--- config.mk ---
export PLATFORM = sky130hd
export DESIGN_NAME = interrupt_priority_mask_manager
export DESIGN_NICKNAME = d
export VERILOG_FILES = /design/src/hdl/ipm_pkg.sv /design/src/hdl/ipm_ctrl.sv /design/src/hdl/ipm_datapath.sv /design/src/hdl/interrupt_priority_mask_manager.sv
export SDC_FILE = /design/constraint.sdc
export NUM_CORES = 1
export LEC_CHECK = 0
export BUFFER_PORTS_ARGS = -buffer_cell sky130_fd_sc_hd__buf_2
export CAP_MARGIN = 30
export CORE_MARGIN = 1
export CORE_UTILIZATION = 31
export DETAILED_ROUTE_END_ITERATION = 12
export SKIP_CTS_REPAIR_TIMING = 1
export SYNTH_ARGS = -nofsm -noshare
export SYNTH_HDL_FRONTEND = slang
export SYNTH_SLANG_ARGS = --single-unit
--- constraint.sdc ---
create_clock -name clk -period 5.5 [get_ports clk]
set_input_delay 0.275 -clock clk [delete_from_list [all_inputs] [get_ports clk]]
set_output_delay 0.275 -clock clk [all_outputs]
set_load 0.01 [all_outputs]
--- src/hdl/ipm_pkg.sv ---
// ipm_pkg: shared constants, command codes, control structs and helpers
// for the interrupt priority mask manager; no dependencies
`default_nettype none

package ipm_pkg;

  localparam int LINES      = 16;
  localparam int LEVELS     = 8;
  localparam int NEST_DEPTH = 8;

  localparam int CMD_W   = 2;
  localparam int VEC_W   = 4;
  localparam int LVL_W   = 3;
  localparam int MASK_W  = 16;
  localparam int ROW_W   = (LEVELS > 1) ? $clog2(LEVELS) : 1;
  localparam int DEPTH_W = $clog2(NEST_DEPTH + 1);
  localparam int SP_W    = (NEST_DEPTH > 1) ? $clog2(NEST_DEPTH) : 1;

  localparam logic [MASK_W-1:0] MASK_RESET   = 16'hfffb;
  localparam logic [LVL_W-1:0]  NORMAL_LEVEL = LVL_W'(LEVELS - 1);
  localparam logic [ROW_W-1:0]  LAST_ROW     = ROW_W'(LEVELS - 1);

  localparam logic [CMD_W-1:0] CMD_UNMASK = 2'd0;
  localparam logic [CMD_W-1:0] CMD_MASK   = 2'd1;
  localparam logic [CMD_W-1:0] CMD_ENTER  = 2'd2;
  localparam logic [CMD_W-1:0] CMD_LEAVE  = 2'd3;

  // controller to datapath
  typedef struct packed {
    logic             load;    // capture the request fields
    logic             exec;    // line level update or stack operation
    logic             sweep;   // update one mask table row
    logic [ROW_W-1:0] row;
    logic             report;  // latch the result registers
  } ipm_ctl_t;

  // datapath to controller
  typedef struct packed {
    logic need_sweep;
  } ipm_stat_t;

  function automatic logic [LVL_W-1:0] clamp_level(input logic [LVL_W-1:0] lv);
    clamp_level = (int'(lv) < LEVELS) ? lv : NORMAL_LEVEL;
  endfunction

endpackage

`default_nettype wire

--- src/hdl/ipm_ctrl.sv ---
// ipm_ctrl: sequencer for the priority mask manager
// depends on ipm_pkg
`default_nettype none

module ipm_ctrl (
  input  wire logic             clk,
  input  wire logic             rst_n,
  input  wire logic             start,
  input  ipm_pkg::ipm_stat_t    stat,
  output ipm_pkg::ipm_ctl_t     ctl,
  output logic                  busy,
  output logic                  out_valid
);

  typedef enum logic [1:0] {
    ST_IDLE,
    ST_EXEC,
    ST_SWEEP,
    ST_REPORT
  } state_t;

  state_t                   state_r;
  logic [ipm_pkg::ROW_W-1:0] row_r;
  logic                     out_valid_r;

  always_ff @(posedge clk) begin
    if (!rst_n) begin
      state_r     <= ST_IDLE;
      row_r       <= '0;
      out_valid_r <= 1'b0;
    end else begin
      out_valid_r <= 1'b0;
      case (state_r)
        ST_IDLE: begin
          if (start) begin
            state_r <= ST_EXEC;
          end
        end
        ST_EXEC: begin
          row_r <= '0;
          if (stat.need_sweep) begin
            state_r <= ST_SWEEP;
          end else begin
            state_r <= ST_REPORT;
          end
        end
        ST_SWEEP: begin
          if (row_r == ipm_pkg::LAST_ROW) begin
            state_r <= ST_REPORT;
          end else begin
            row_r <= row_r + 1'b1;
          end
        end
        ST_REPORT: begin
          out_valid_r <= 1'b1;
          state_r     <= ST_IDLE;
        end
        default: begin
          state_r <= ST_IDLE;
        end
      endcase
    end
  end

  assign busy      = (state_r != ST_IDLE);
  assign out_valid = out_valid_r;

  always_comb begin
    ctl        = '0;
    ctl.row    = row_r;
    ctl.load   = (state_r == ST_IDLE) && start;
    ctl.exec   = (state_r == ST_EXEC);
    ctl.sweep  = (state_r == ST_SWEEP);
    ctl.report = (state_r == ST_REPORT);
  end

  // each accepted request yields exactly one strobe, after the report step
  a_busy_after_start: assert property (@(posedge clk) disable iff (!rst_n)
    (start && !busy) |=> busy)
    else $error("request accepted but controller not busy");
  a_strobe_after_report: assert property (@(posedge clk) disable iff (!rst_n)
    out_valid |-> ($past(state_r) == ST_REPORT))
    else $error("result strobe without report step");

endmodule

`default_nettype wire

--- src/hdl/ipm_datapath.sv ---
// ipm_datapath: line levels, per-level mask table, level stack and result registers
// depends on ipm_pkg
`default_nettype none

module ipm_datapath (
  input  wire logic                        clk,
  input  wire logic                        rst_n,
  input  ipm_pkg::ipm_ctl_t                ctl,
  output ipm_pkg::ipm_stat_t               stat,
  input  wire logic [ipm_pkg::CMD_W-1:0]   in_cmd,
  input  wire logic [ipm_pkg::VEC_W-1:0]   in_vector,
  input  wire logic [ipm_pkg::LVL_W-1:0]   in_level,
  output logic      [ipm_pkg::MASK_W-1:0]  pic_mask,
  output logic      [ipm_pkg::LVL_W-1:0]   current_level,
  output logic                             ack_master,
  output logic                             ack_slave,
  output logic                             stack_error
);

  // captured request
  logic [ipm_pkg::CMD_W-1:0]  cmd_r;
  logic [ipm_pkg::VEC_W-1:0]  vec_r;
  logic [ipm_pkg::LVL_W-1:0]  lvl_r;
  logic [ipm_pkg::LVL_W-1:0]  thr_r;   // rows above this level get updated

  logic [ipm_pkg::LVL_W-1:0]  line_level_r [ipm_pkg::LINES];
  logic [ipm_pkg::MASK_W-1:0] level_mask_r [ipm_pkg::LEVELS];
  logic [ipm_pkg::LVL_W-1:0]  saved_mem    [ipm_pkg::NEST_DEPTH];
  logic [ipm_pkg::LVL_W-1:0]  active_r, active_nxt;
  logic [ipm_pkg::DEPTH_W-1:0] depth_r, depth_nxt;

  logic                       am_r, as_r, err_r;
  logic                       am_nxt, as_nxt, err_nxt;
  logic [ipm_pkg::MASK_W-1:0] pic_mask_r;
  logic [ipm_pkg::LVL_W-1:0]  cur_level_r;

  logic                       in_range;
  logic [ipm_pkg::LVL_W-1:0]  line_lvl;
  logic [ipm_pkg::LVL_W-1:0]  enter_lvl;
  logic [ipm_pkg::SP_W-1:0]   push_idx, pop_idx;
  logic [ipm_pkg::DEPTH_W-1:0] depth_dec;
  logic [ipm_pkg::MASK_W-1:0] line_bit;
  logic [ipm_pkg::ROW_W-1:0]  rd_addr;
  logic [ipm_pkg::MASK_W-1:0] rd_data;
  logic                       row_hit;
  logic                       push_ok;

  assign in_range  = (int'(vec_r) < ipm_pkg::LINES);
  assign line_lvl  = in_range ? ipm_pkg::clamp_level(line_level_r[vec_r])
                              : ipm_pkg::NORMAL_LEVEL;
  assign enter_lvl = line_lvl;
  assign depth_dec = depth_r - 1'b1;
  assign push_idx  = depth_r[ipm_pkg::SP_W-1:0];
  assign pop_idx   = depth_dec[ipm_pkg::SP_W-1:0];
  assign line_bit  = ipm_pkg::MASK_W'(1) << vec_r;
  assign push_ok   = (int'(depth_r) < ipm_pkg::NEST_DEPTH);

  // one read port on the mask table: sweep row or current level
  assign rd_addr = ctl.sweep ? ctl.row : active_r[ipm_pkg::ROW_W-1:0];
  assign rd_data = level_mask_r[rd_addr];
  assign row_hit = ({1'b0, ctl.row} > {1'b0, thr_r});

  assign stat.need_sweep = ((cmd_r == ipm_pkg::CMD_UNMASK) ||
                            (cmd_r == ipm_pkg::CMD_MASK)) && in_range;

  // stack operations
  always_comb begin
    active_nxt = active_r;
    depth_nxt  = depth_r;
    am_nxt     = 1'b0;
    as_nxt     = 1'b0;
    err_nxt    = 1'b0;
    case (cmd_r)
      ipm_pkg::CMD_ENTER: begin
        if (!push_ok) begin
          err_nxt = 1'b1;
        end else begin
          depth_nxt = depth_r + 1'b1;
          if (enter_lvl < active_r) begin
            active_nxt = enter_lvl;
          end
          am_nxt = 1'b1;
          as_nxt = vec_r[ipm_pkg::VEC_W-1];
        end
      end
      ipm_pkg::CMD_LEAVE: begin
        if (depth_r == '0) begin
          err_nxt = 1'b1;
        end else begin
          depth_nxt  = depth_dec;
          active_nxt = ipm_pkg::clamp_level(saved_mem[pop_idx]);
        end
      end
      default: begin
      end
    endcase
  end

  always_ff @(posedge clk) begin
    if (!rst_n) begin
      for (int i = 0; i < ipm_pkg::LINES; i++) begin
        line_level_r[i] <= ipm_pkg::NORMAL_LEVEL;
      end
      for (int i = 0; i < ipm_pkg::LEVELS; i++) begin
        level_mask_r[i] <= ipm_pkg::MASK_RESET;
      end
      active_r <= ipm_pkg::NORMAL_LEVEL;
      depth_r  <= '0;
      am_r     <= 1'b0;
      as_r     <= 1'b0;
      err_r    <= 1'b0;
    end else begin
      if (ctl.exec) begin
        active_r <= active_nxt;
        depth_r  <= depth_nxt;
        am_r     <= am_nxt;
        as_r     <= as_nxt;
        err_r    <= err_nxt;
        if (in_range) begin
          if (cmd_r == ipm_pkg::CMD_UNMASK) begin
            line_level_r[vec_r] <= lvl_r;
          end else if (cmd_r == ipm_pkg::CMD_MASK) begin
            line_level_r[vec_r] <= ipm_pkg::NORMAL_LEVEL;
          end
        end
      end
      if (ctl.sweep && row_hit) begin
        if (cmd_r == ipm_pkg::CMD_UNMASK) begin
          level_mask_r[ctl.row] <= rd_data & ~line_bit;
        end else begin
          level_mask_r[ctl.row] <= rd_data | line_bit;
        end
      end
    end
  end

  // payload registers, no reset
  always_ff @(posedge clk) begin
    if (ctl.load) begin
      cmd_r <= in_cmd;
      vec_r <= in_vector;
      lvl_r <= ipm_pkg::clamp_level(in_level);
    end
    if (ctl.exec) begin
      thr_r <= (cmd_r == ipm_pkg::CMD_UNMASK) ? lvl_r : line_lvl;
      if ((cmd_r == ipm_pkg::CMD_ENTER) && push_ok) begin
        saved_mem[push_idx] <= active_r;
      end
    end
    if (ctl.report) begin
      pic_mask_r  <= rd_data;
      cur_level_r <= active_r;
    end
  end

  assign pic_mask      = pic_mask_r;
  assign current_level = cur_level_r;
  assign ack_master    = am_r;
  assign ack_slave     = as_r;
  assign stack_error   = err_r;

  a_depth_bound: assert property (@(posedge clk) disable iff (!rst_n)
    int'(depth_r) <= ipm_pkg::NEST_DEPTH)
    else $error("nesting depth beyond stack size");
  a_slave_needs_master: assert property (@(posedge clk) disable iff (!rst_n)
    as_r |-> am_r)
    else $error("slave acknowledge without master acknowledge");
  a_error_no_ack: assert property (@(posedge clk) disable iff (!rst_n)
    err_r |-> !am_r)
    else $error("acknowledge together with stack error");

endmodule

`default_nettype wire

--- src/hdl/interrupt_priority_mask_manager.sv ---
// interrupt_priority_mask_manager: top level of the priority mask manager
// depends on ipm_pkg, ipm_ctrl and ipm_datapath
`default_nettype none

// A request is taken when start is high and busy is low; its single result
// appears on the out_ ports for exactly one cycle, marked by out_valid, and
// the receiver cannot stall it. Unmask and mask requests pass from acceptance
// to the strobe through these steps: capture, update the line level, rewrite
// each priority level's row of the mask table in turn, since the table has a
// single read-modify-write port, then latch the result. Enter and leave
// requests touch only the level stack and skip the row rewrite. A new request
// may be issued in the cycle that the previous result is strobed. Reset is
// synchronous and restores all line levels to the normal level, all level
// masks to 0xfffb and an empty level stack at once.

module interrupt_priority_mask_manager (
  input  wire logic                        clk,
  input  wire logic                        rst_n,
  // request channel
  input  wire logic                        start,
  output logic                             busy,
  input  wire logic [ipm_pkg::CMD_W-1:0]   in_cmd,
  input  wire logic [ipm_pkg::VEC_W-1:0]   in_vector,
  input  wire logic [ipm_pkg::LVL_W-1:0]   in_level,
  // result channel
  output logic                             out_valid,
  output logic      [ipm_pkg::MASK_W-1:0]  out_pic_mask,
  output logic      [ipm_pkg::LVL_W-1:0]   out_current_level,
  output logic                             out_ack_master,
  output logic                             out_ack_slave,
  output logic                             out_stack_error
);

  // command and status between sequencer and datapath
  ipm_pkg::ipm_ctl_t  ctl;
  ipm_pkg::ipm_stat_t stat;

  ipm_ctrl u_ctrl (
    .clk       (clk),
    .rst_n     (rst_n),
    .start     (start),
    .stat      (stat),
    .ctl       (ctl),
    .busy      (busy),
    .out_valid (out_valid)
  );

  // mask table, line levels, level stack and result registers
  ipm_datapath u_datapath (
    .clk           (clk),
    .rst_n         (rst_n),
    .ctl           (ctl),
    .stat          (stat),
    .in_cmd        (in_cmd),
    .in_vector     (in_vector),
    .in_level      (in_level),
    .pic_mask      (out_pic_mask),
    .current_level (out_current_level),
    .ack_master    (out_ack_master),
    .ack_slave     (out_ack_slave),
    .stack_error   (out_stack_error)
  );

endmodule

`default_nettype wire

==> run metrics, run 1 <==
TritonCTS clock tree=done; maximum operating frequency=0.284 GHz; post-detailed-placement half-perimeter wirelength=22300 um; # setup viols final=0; worst reg2reg setup slack=1980 ps; worst slack at placement=2060 ps; delay of the slowest cell on the worst path=910 ps; worst hold path class=in -> reg; worst path buffer plus inverter count=0; worst max-slew margin expressed relative to the limit=29.4%; signed area change from the synthesized netlist to the final layout=12.7%; number of design-rule violations left by the first detailed-router iteration=933; Root Buffer Master=sky130_fd_sc_hd__clkbuf_16; syn avg cell area=11.1 um2; RSZ-0062 raised after global routing=no; Top cell by count, worst path=sky130_fd_sc_hd__nand3_1; commonest non-fill, non-tap cell in the layout=sky130_fd_sc_hd__edfxtp_1; area enclosed by the die boundary=43500 um2; sort of element at the end of the critical path=flop; type of origin of the critical path=flop; fin crit share=64.0%; worst setup skew after layout=21.0 ps; cell type with the largest total area after synthesis=sky130_fd_sc_hd__edfxtp_1; number of sinks driven by the clock tree=251; share of layout cells above drive strength 1=15.2%; Arrival @ worst endpoint=3680 ps; number of buffers created by CTS=25; synthesized instance count=1188; r2r endpoint=u_datapath.level_mask_r[6][4]; routed wire length=36700 um; wire length of the first global-routing pass=57000 um; cell chain of the critical path=ha_1 > nand3_1 > nand3_2 > a211oi_1 > nand3_1 > nand2_1; total number of vias=9626; Vias per Instance=5.48; met1 Use GR=22.4%; status=finished clean; Max VDD drop=0.000196 V; routability congestion estimate from global placement=0.810; final antenna-violating net count=0; Initial Util=31.4%; highest fanout seen on the critical path=16; met2 Track Usage GR=28.2%; post-CTS clock slew at the launch and capture registers of the worst setup and hold paths=70 ps; Top Usage Layer GRT=met2; end point of the critical path=u_datapath.level_mask_r[6][4]; final critical delay including setup and external delays=3520 ps; number of cells on the critical path=6; number of synthesized register bits=251; FF-to-FF Start=u_ctrl.row_r[2]; global-route met3 utilization=2.63%; post-synthesis sequential area ratio=55.5%; initial antenna violation count=0; worst skew pair latency=550 ps; distinct cell type count after synthesis=61; Max-Cap Viols=0; Chip Width=208 um; area of the core=42000 um2; path type of the worst setup path=reg -> reg; clk buf depth=3; NumNets Final=1225; number of remaining DRC errors=0; vias in the first global route=9554; number of buffer cells added on primary ports=35; pin count of the biggest net entering global routing=78; min setup slack post-route=1980 ps; required time of the critical path=5660 ps; leading post-synthesis cells by cell area=sky130_fd_sc_hd__edfxtp_1 (52%), sky130_fd_sc_hd__nor2_1 (4.0%), sky130_fd_sc_hd__nand2_1 (3.7%); Final Max Slew Viols=0; routed wirelength normalized by instance count=20.9 um; count of final hold-check violations=0; share of the synthesized area in the top cell type=52.5%; post-synthesis net count=1215; family of cells with the greatest summed delay on the critical path=simple AND/OR/NAND/NOR gates; # diodes=0; start point of the critical path=u_ctrl.row_r[2]; most frequent cells in the layout=sky130_fd_sc_hd__edfxtp_1 (231), sky130_fd_sc_hd__nor2_1 (140), sky130_fd_sc_hd__nand2_1 (131), sky130_fd_sc_hd__nand3_1 (97), sky130_fd_sc_hd__o211ai_1 (54); number of cells on the worst reg-to-reg path=6; height of the die=208 um; Leak=4.26 nW; io pins=36; total congestion overflow after global routing=0; First-pass DRT Iterations=5; global-route usage over all layers=17.0%; number of warnings printed during yosys synthesis=0; H-tree depth reported by CTS=1; Worst-Margin Slew=1060 ps; synthesized area=13200 um2; number of standard-cell rows in the floorplan=75; Power per Cell Area=478 nW/um2; critical-path cell with the highest stage delay=sky130_fd_sc_hd__nand2_1; Fin Setup TNS=0 ps
==> how the worst min path moves through the flow <==
stage	startpoint	to	slack [ps]	cells after the start
final	start	u_ctrl.state_r[1]	210	4
after global routing	start	u_ctrl.state_r[1]	260	4
after CTS	in_level[1]	u_datapath.lvl_r[1]	-110	1
after detailed placement	in_level[1]	u_datapath.lvl_r[1]	460	1
after global placement	in_level[0]	u_datapath.lvl_r[0]	460	1
after floorplan	in_cmd[0]	u_datapath.cmd_r[0]	370	0
==> routing by layer <==
layer | vias to the layer above | wire, um
li1 | 4453 | -
met1 | 4738 | 15500
met2 | 357 | 17500
met3 | 78 | 2620
met4 | 0 | 1100
met5 | - | 0
==> cells in the mapped netlist (all sizes together) <==
| library cell | n |
|---|---|
| buf | 59 |
| o311a | 1 |
| a22oi | 4 |
| xor2 | 1 |
| edfxtp | 231 |
| o22ai | 2 |
| and2 | 7 |
| ha | 15 |
| o311ai | 1 |
| xnor2 | 3 |
| nor4 | 1 |
| a211oi | 34 |
| or2 | 17 |
| nor3 | 40 |
| nand3 | 99 |
| o31a | 1 |
| and3 | 21 |
| o21bai | 31 |
| nand2b | 6 |
| a221oi | 4 |
| a21oi | 32 |
| mux2i | 29 |
| a31oi | 2 |
| inv | 16 |
| nand4 | 2 |
| nand3b | 8 |
| and3b | 1 |
| nor2b | 16 |
| o2bb2ai | 15 |
| a311oi | 1 |
| and4 | 1 |
| o21a | 18 |
| mux2 | 7 |
| nand2 | 131 |
| dfxtp | 20 |
| o211ai | 54 |
| o21ai | 73 |
| nor2 | 140 |
| mux4 | 14 |
| o211a | 2 |
| a21boi | 2 |
| clkbuf | 26 |
==> stage by stage <==
stage / total power [mW] / area (um2) / hold slack, ps / util [%] / std cells
CTS: 7.13 / 14800 / -111 / 35.2 / 1746
floorplan: 4.47 / 13200 / 374 / - / 1188
finish: 7.11 / 14900 / 209 / 35.4 / 1755
global placement: 5.13 / 13800 / 455 / 32.7 / 1692
detailed placement: 5.16 / 13900 / 456 / 33.0 / 1701
global route: 7.46 / 14900 / 258 / 35.4 / 1755
==> area by class of cell <==
type                       count  area, um2
multi-input combinational    836       5390
timing repair buffer          68        499
clock buffer                  27        633
fill                        4149      27100
inverter                      16       62.6
tap                          539        674
clock inverter                18        294
sequential                   251       7340
==> registers in the layout, indices dropped and copies added (netlist names), 4 cells and up, named ones only <==
| signal | cells |
|---|---|
| u_datapath.saved_mem | 24 |
| u_datapath.depth_r | 4 |
| u_datapath.vec_r | 4 |
| u_datapath.level_mask_r | 128 |
| u_datapath.pic_mask | 16 |
| u_datapath.line_level_r | 48 |
==> cell families (layout without fill, tap and decap cells) <==
| kind of cell | count (synthesis) | in the layout | share of synthesized area [%] |
|---|---|---|---|
| buffers and inverters | 101 | 129 | 3.83 |
| and+or+nand+nor | 490 | 490 | 17.1 |
| adders and majority gates | 15 | 15 | 1.42 |
| xor gates and xnor gates | 4 | 4 | 0.265 |
| muxes | 50 | 50 | 5.36 |
| AOI/OAI and AO/OA | 277 | 277 | 16.5 |
| DFF | 251 | 251 | 55.5 |
==> power breakdown <==
part | internal (mW) | total (mW) | switching, mW
registers | 2.24 | 2.40 | 0.155
clock network | 1.21 | 1.96 | 0.752
logic | 0.930 | 2.76 | 1.83
==> worst register-to-register path, stage by stage (launching register included) <==
cell and delay [ps]:
sky130_fd_sc_hd__dfxtp_1 690, sky130_fd_sc_hd__ha_1 350, sky130_fd_sc_hd__nand3_1 110, sky130_fd_sc_hd__nand3_2 130, sky130_fd_sc_hd__a211oi_1 490, sky130_fd_sc_hd__nand3_1 440, sky130_fd_sc_hd__nand2_1 910
Power figures use the tool's default switching activity.
==> inputs of run 2 (changes only) <==
ABC_AREA = 1   (was unset)
clock period = 3.7 ns   (was 5.5 ns; I/O delays follow)
==> run metrics, run 2 <==
Max VDD drop=0.000581 V; Post-Layout Cell Count=1743; # setup viols final=0; final total power=9.19 mW; synthesized area=11800 um2; Worst Min Path Start=start; global-route usage over all layers=15.2%; register with the most flip-flops=u_datapath.level_mask_r; # diodes=0; most used standard cell by instance count after synthesis=sky130_fd_sc_hd__nand2_1; NumNets Final=1246; Chip Width=197 um; number of design-rule violations left by the first detailed-router iteration=668; Power per Cell Area=680 nW/um2; share of layout cells above drive strength 1=11.4%; area enclosed by the die boundary=38700 um2; Cell Int Power=5.80 mW; proportion of synthesized flip-flops having asynchronous set or reset=0%; Initial Util=31.8%; final critical delay including setup and external delays=2990 ps; Clock power frac=29.5%; highest fanout seen on the critical path=30; total number of vias=8486; number of buffers created by CTS=27; family of cells with the greatest summed delay on the critical path=compound AO/OA/AOI/OAI gates; worst skew pair latency=540 ps; Final Max Slew Viols=0; FF-to-FF Start=u_ctrl.state_r[0]; synthesized instance count=1175; delay of the slowest cell on the worst path=720 ps; Vias per Instance=4.87; final standard cell utilization of the core=36.6%; number of synthesized register bits=251; worst setup skew after layout=15.3 ps; start point of the critical path=u_ctrl.state_r[0]; Post-Place Cell Area=12500 um2; distinct cell type count after synthesis=34; RSZ-0062 raised after global routing=no; io pins=36; Worst-Margin Slew=993 ps; number of warnings printed during yosys synthesis=0; max reg flops=128; type of origin of the critical path=flop; routed wirelength normalized by instance count=17.0 um; required time of the critical path=3980 ps; path type of the worst setup path=reg -> reg; total area of multi-input combinational cells=3670 um2; initial antenna violation count=0; Non-Filler Cell Area, Final=13500 um2; final antenna-violating net count=0; status=finished clean; number of enable-type register cells in the synthesized netlist=231; biggest registers after layout=u_datapath.level_mask_r (128), u_datapath.line_level_r (48), u_datapath.saved_mem (24); cell type with the largest total area after synthesis=sky130_fd_sc_hd__edfxtp_1; relative contribution of combinational cells to total power=32.8%; clk buf depth=3; number of remaining DRC errors=0; post-CTS clock slew at the launch and capture registers of the worst setup and hold paths=60 ps; First-pass DRT Iterations=5; number of sinks driven by the clock tree=251; area of the core=37000 um2; Leak=4.54 nW; cell chain of the critical path=inv_1 > ha_1 > o21ai_4 > buf_4 > a21oi_1 > o21ai_0 > o21ai_0 > inv_1 > o21ai_2 > o21ai_4 > nand2_1; Max-Cap Viols=0; flip-flop and latch area=7340 um2; leading post-synthesis cells by cell area=sky130_fd_sc_hd__edfxtp_1 (59%), sky130_fd_sc_hd__nand2_1 (8.7%), sky130_fd_sc_hd__o21ai_0 (6.0%); most frequent cells in the layout=sky130_fd_sc_hd__nand2_1 (273), sky130_fd_sc_hd__edfxtp_1 (231), sky130_fd_sc_hd__o21ai_0 (132), sky130_fd_sc_hd__inv_1 (132), sky130_fd_sc_hd__nor2_1 (93); routed wire length=29600 um; vias in the first global route=7784; critical-path cell with the highest stage delay=sky130_fd_sc_hd__o21ai_4; post-synthesis sequential area ratio=62.4%; Switching Power=3.39 mW; worst max-slew margin expressed relative to the limit=33.8%; post-synthesis net count=1202; number of standard-cell rows in the floorplan=70; commonest non-fill, non-tap cell in the layout=sky130_fd_sc_hd__nand2_1; maximum operating frequency=0.335 GHz; Sw Ratio=36.9%; routability congestion estimate from global placement=0.820; pin count of the biggest net entering global routing=97; power share of the sequential group=37.7%; worst hold path class=in -> reg; height of the die=197 um; H-tree depth reported by CTS=1; sort of element at the end of the critical path=flop; top cells by instance count after synthesis=sky130_fd_sc_hd__nand2_1 (273), sky130_fd_sc_hd__edfxtp_1 (231), sky130_fd_sc_hd__o21ai_0 (140); count of fill cells added during filler insertion=3733; Fin Setup TNS=0 ps; Root Buffer Master=sky130_fd_sc_hd__clkbuf_16; worst path buffer plus inverter count=3; Arrival @ worst endpoint=3270 ps; number of buffer cells added on primary ports=35; fin crit share=80.8%; most common flop cell mapped by yosys=sky130_fd_sc_hd__edfxtp_1; share of the synthesized area in the top cell type=59.0%; count of placed standard cells including taps=1685; signed area change from the synthesized netlist to the final layout=15.0%; post-detailed-placement half-perimeter wirelength=17800 um; count of final hold-check violations=0; wire length of the first global-routing pass=45000 um; TritonCTS clock tree=done; total congestion overflow after global routing=0; syn avg cell area=10.0 um2
## run 2: cell types whose count changed in the layout (fill, tap and decap cells not counted), moves of 28 or more
| cell | previous run | this run |
|---|---|---|
| sky130_fd_sc_hd__a21oi_1 | 31 | 80 |
| sky130_fd_sc_hd__o21bai_1 | 31 | 0 |
| sky130_fd_sc_hd__inv_1 | 13 | 132 |
| sky130_fd_sc_hd__nor3_1 | 38 | 6 |
| sky130_fd_sc_hd__mux2i_1 | 28 | 0 |
| sky130_fd_sc_hd__o211ai_1 | 54 | 8 |
| sky130_fd_sc_hd__nor2_1 | 140 | 93 |
| sky130_fd_sc_hd__o21ai_1 | 5 | 41 |
| sky130_fd_sc_hd__o21ai_0 | 48 | 132 |
| sky130_fd_sc_hd__nand3_1 | 97 | 27 |
| sky130_fd_sc_hd__nand2_1 | 131 | 273 |
## run 2: per-stage QoR
stage	setup WS, ps	hold WS (ps)
after detailed placement	739	365
after floorplan	869	284
after global placement	820	375
final	712	57.1
after CTS	700	-187
after global routing	423	88.4
## run 2: logic make-up (layout without fill, tap and decap cells)
group,Yosys count,in the layout,synth area share (%)
buf+inv,190,254,6.55
compound gates,310,310,15.7
simple gates,407,407,13.6
fa+ha+maj,15,15,1.60
flops,251,251,62.4
xor+xnor,2,2,0.149
## run 2: worst reg2reg max path: stages, from the launching register on
cell and delay, ps:
sky130_fd_sc_hd__dfxtp_1 400, sky130_fd_sc_hd__inv_1 100, sky130_fd_sc_hd__ha_1 350, sky130_fd_sc_hd__o21ai_4 720, sky130_fd_sc_hd__buf_4 390, sky130_fd_sc_hd__a21oi_1 70, sky130_fd_sc_hd__o21ai_0 100, sky130_fd_sc_hd__o21ai_0 120
sky130_fd_sc_hd__inv_1 80, sky130_fd_sc_hd__o21ai_2 70, sky130_fd_sc_hd__o21ai_4 250, sky130_fd_sc_hd__nand2_1 80
## run 2: path summary, 6_finish.rpt
path	endpoint	slack [ps]	cells after the start
hold / removal	u_ctrl.state_r[1]	60	3
setup reg to reg	u_datapath.level_mask_r[1][13]	710	11
hold reg to reg	u_datapath.ack_slave	480	2
setup / recovery	u_datapath.level_mask_r[1][13]	710	11
## run 2: power groups by stage
stage / sequential (mW) / clock, mW / combinational [mW]
finish: 3.47 / 2.71 / 3.01
global placement: 3.53 / 0 / 2.94
floorplan: 3.48 / 0 / 2.23
global route: 3.49 / 2.86 / 3.35
CTS: 3.47 / 2.76 / 3.01
detailed placement: 3.52 / 0 / 2.99
## run 2: layout make-up
class / instances / share of cell area [%]
clock inverters: 13 / 0.916
well taps: 504 / 4.66
multi-input cells: 734 / 27.1
repair buffers: 71 / 3.55
flip-flops and latches: 251 / 54.3
inverters: 134 / 3.72
clock buffers: 36 / 5.72
## run 2: metal layers
layer | track usage [%] | part of all wire (%) | vias to the layer above
li1 | - | - | 4080
met1 | 21.7 | 46 | 4062
met2 | 23.8 | 45 | 291
met3 | 2.48 | 7.0 | 53
met4 | 4.54 | 2.5 | 0
met5 | 0 | 0 | -
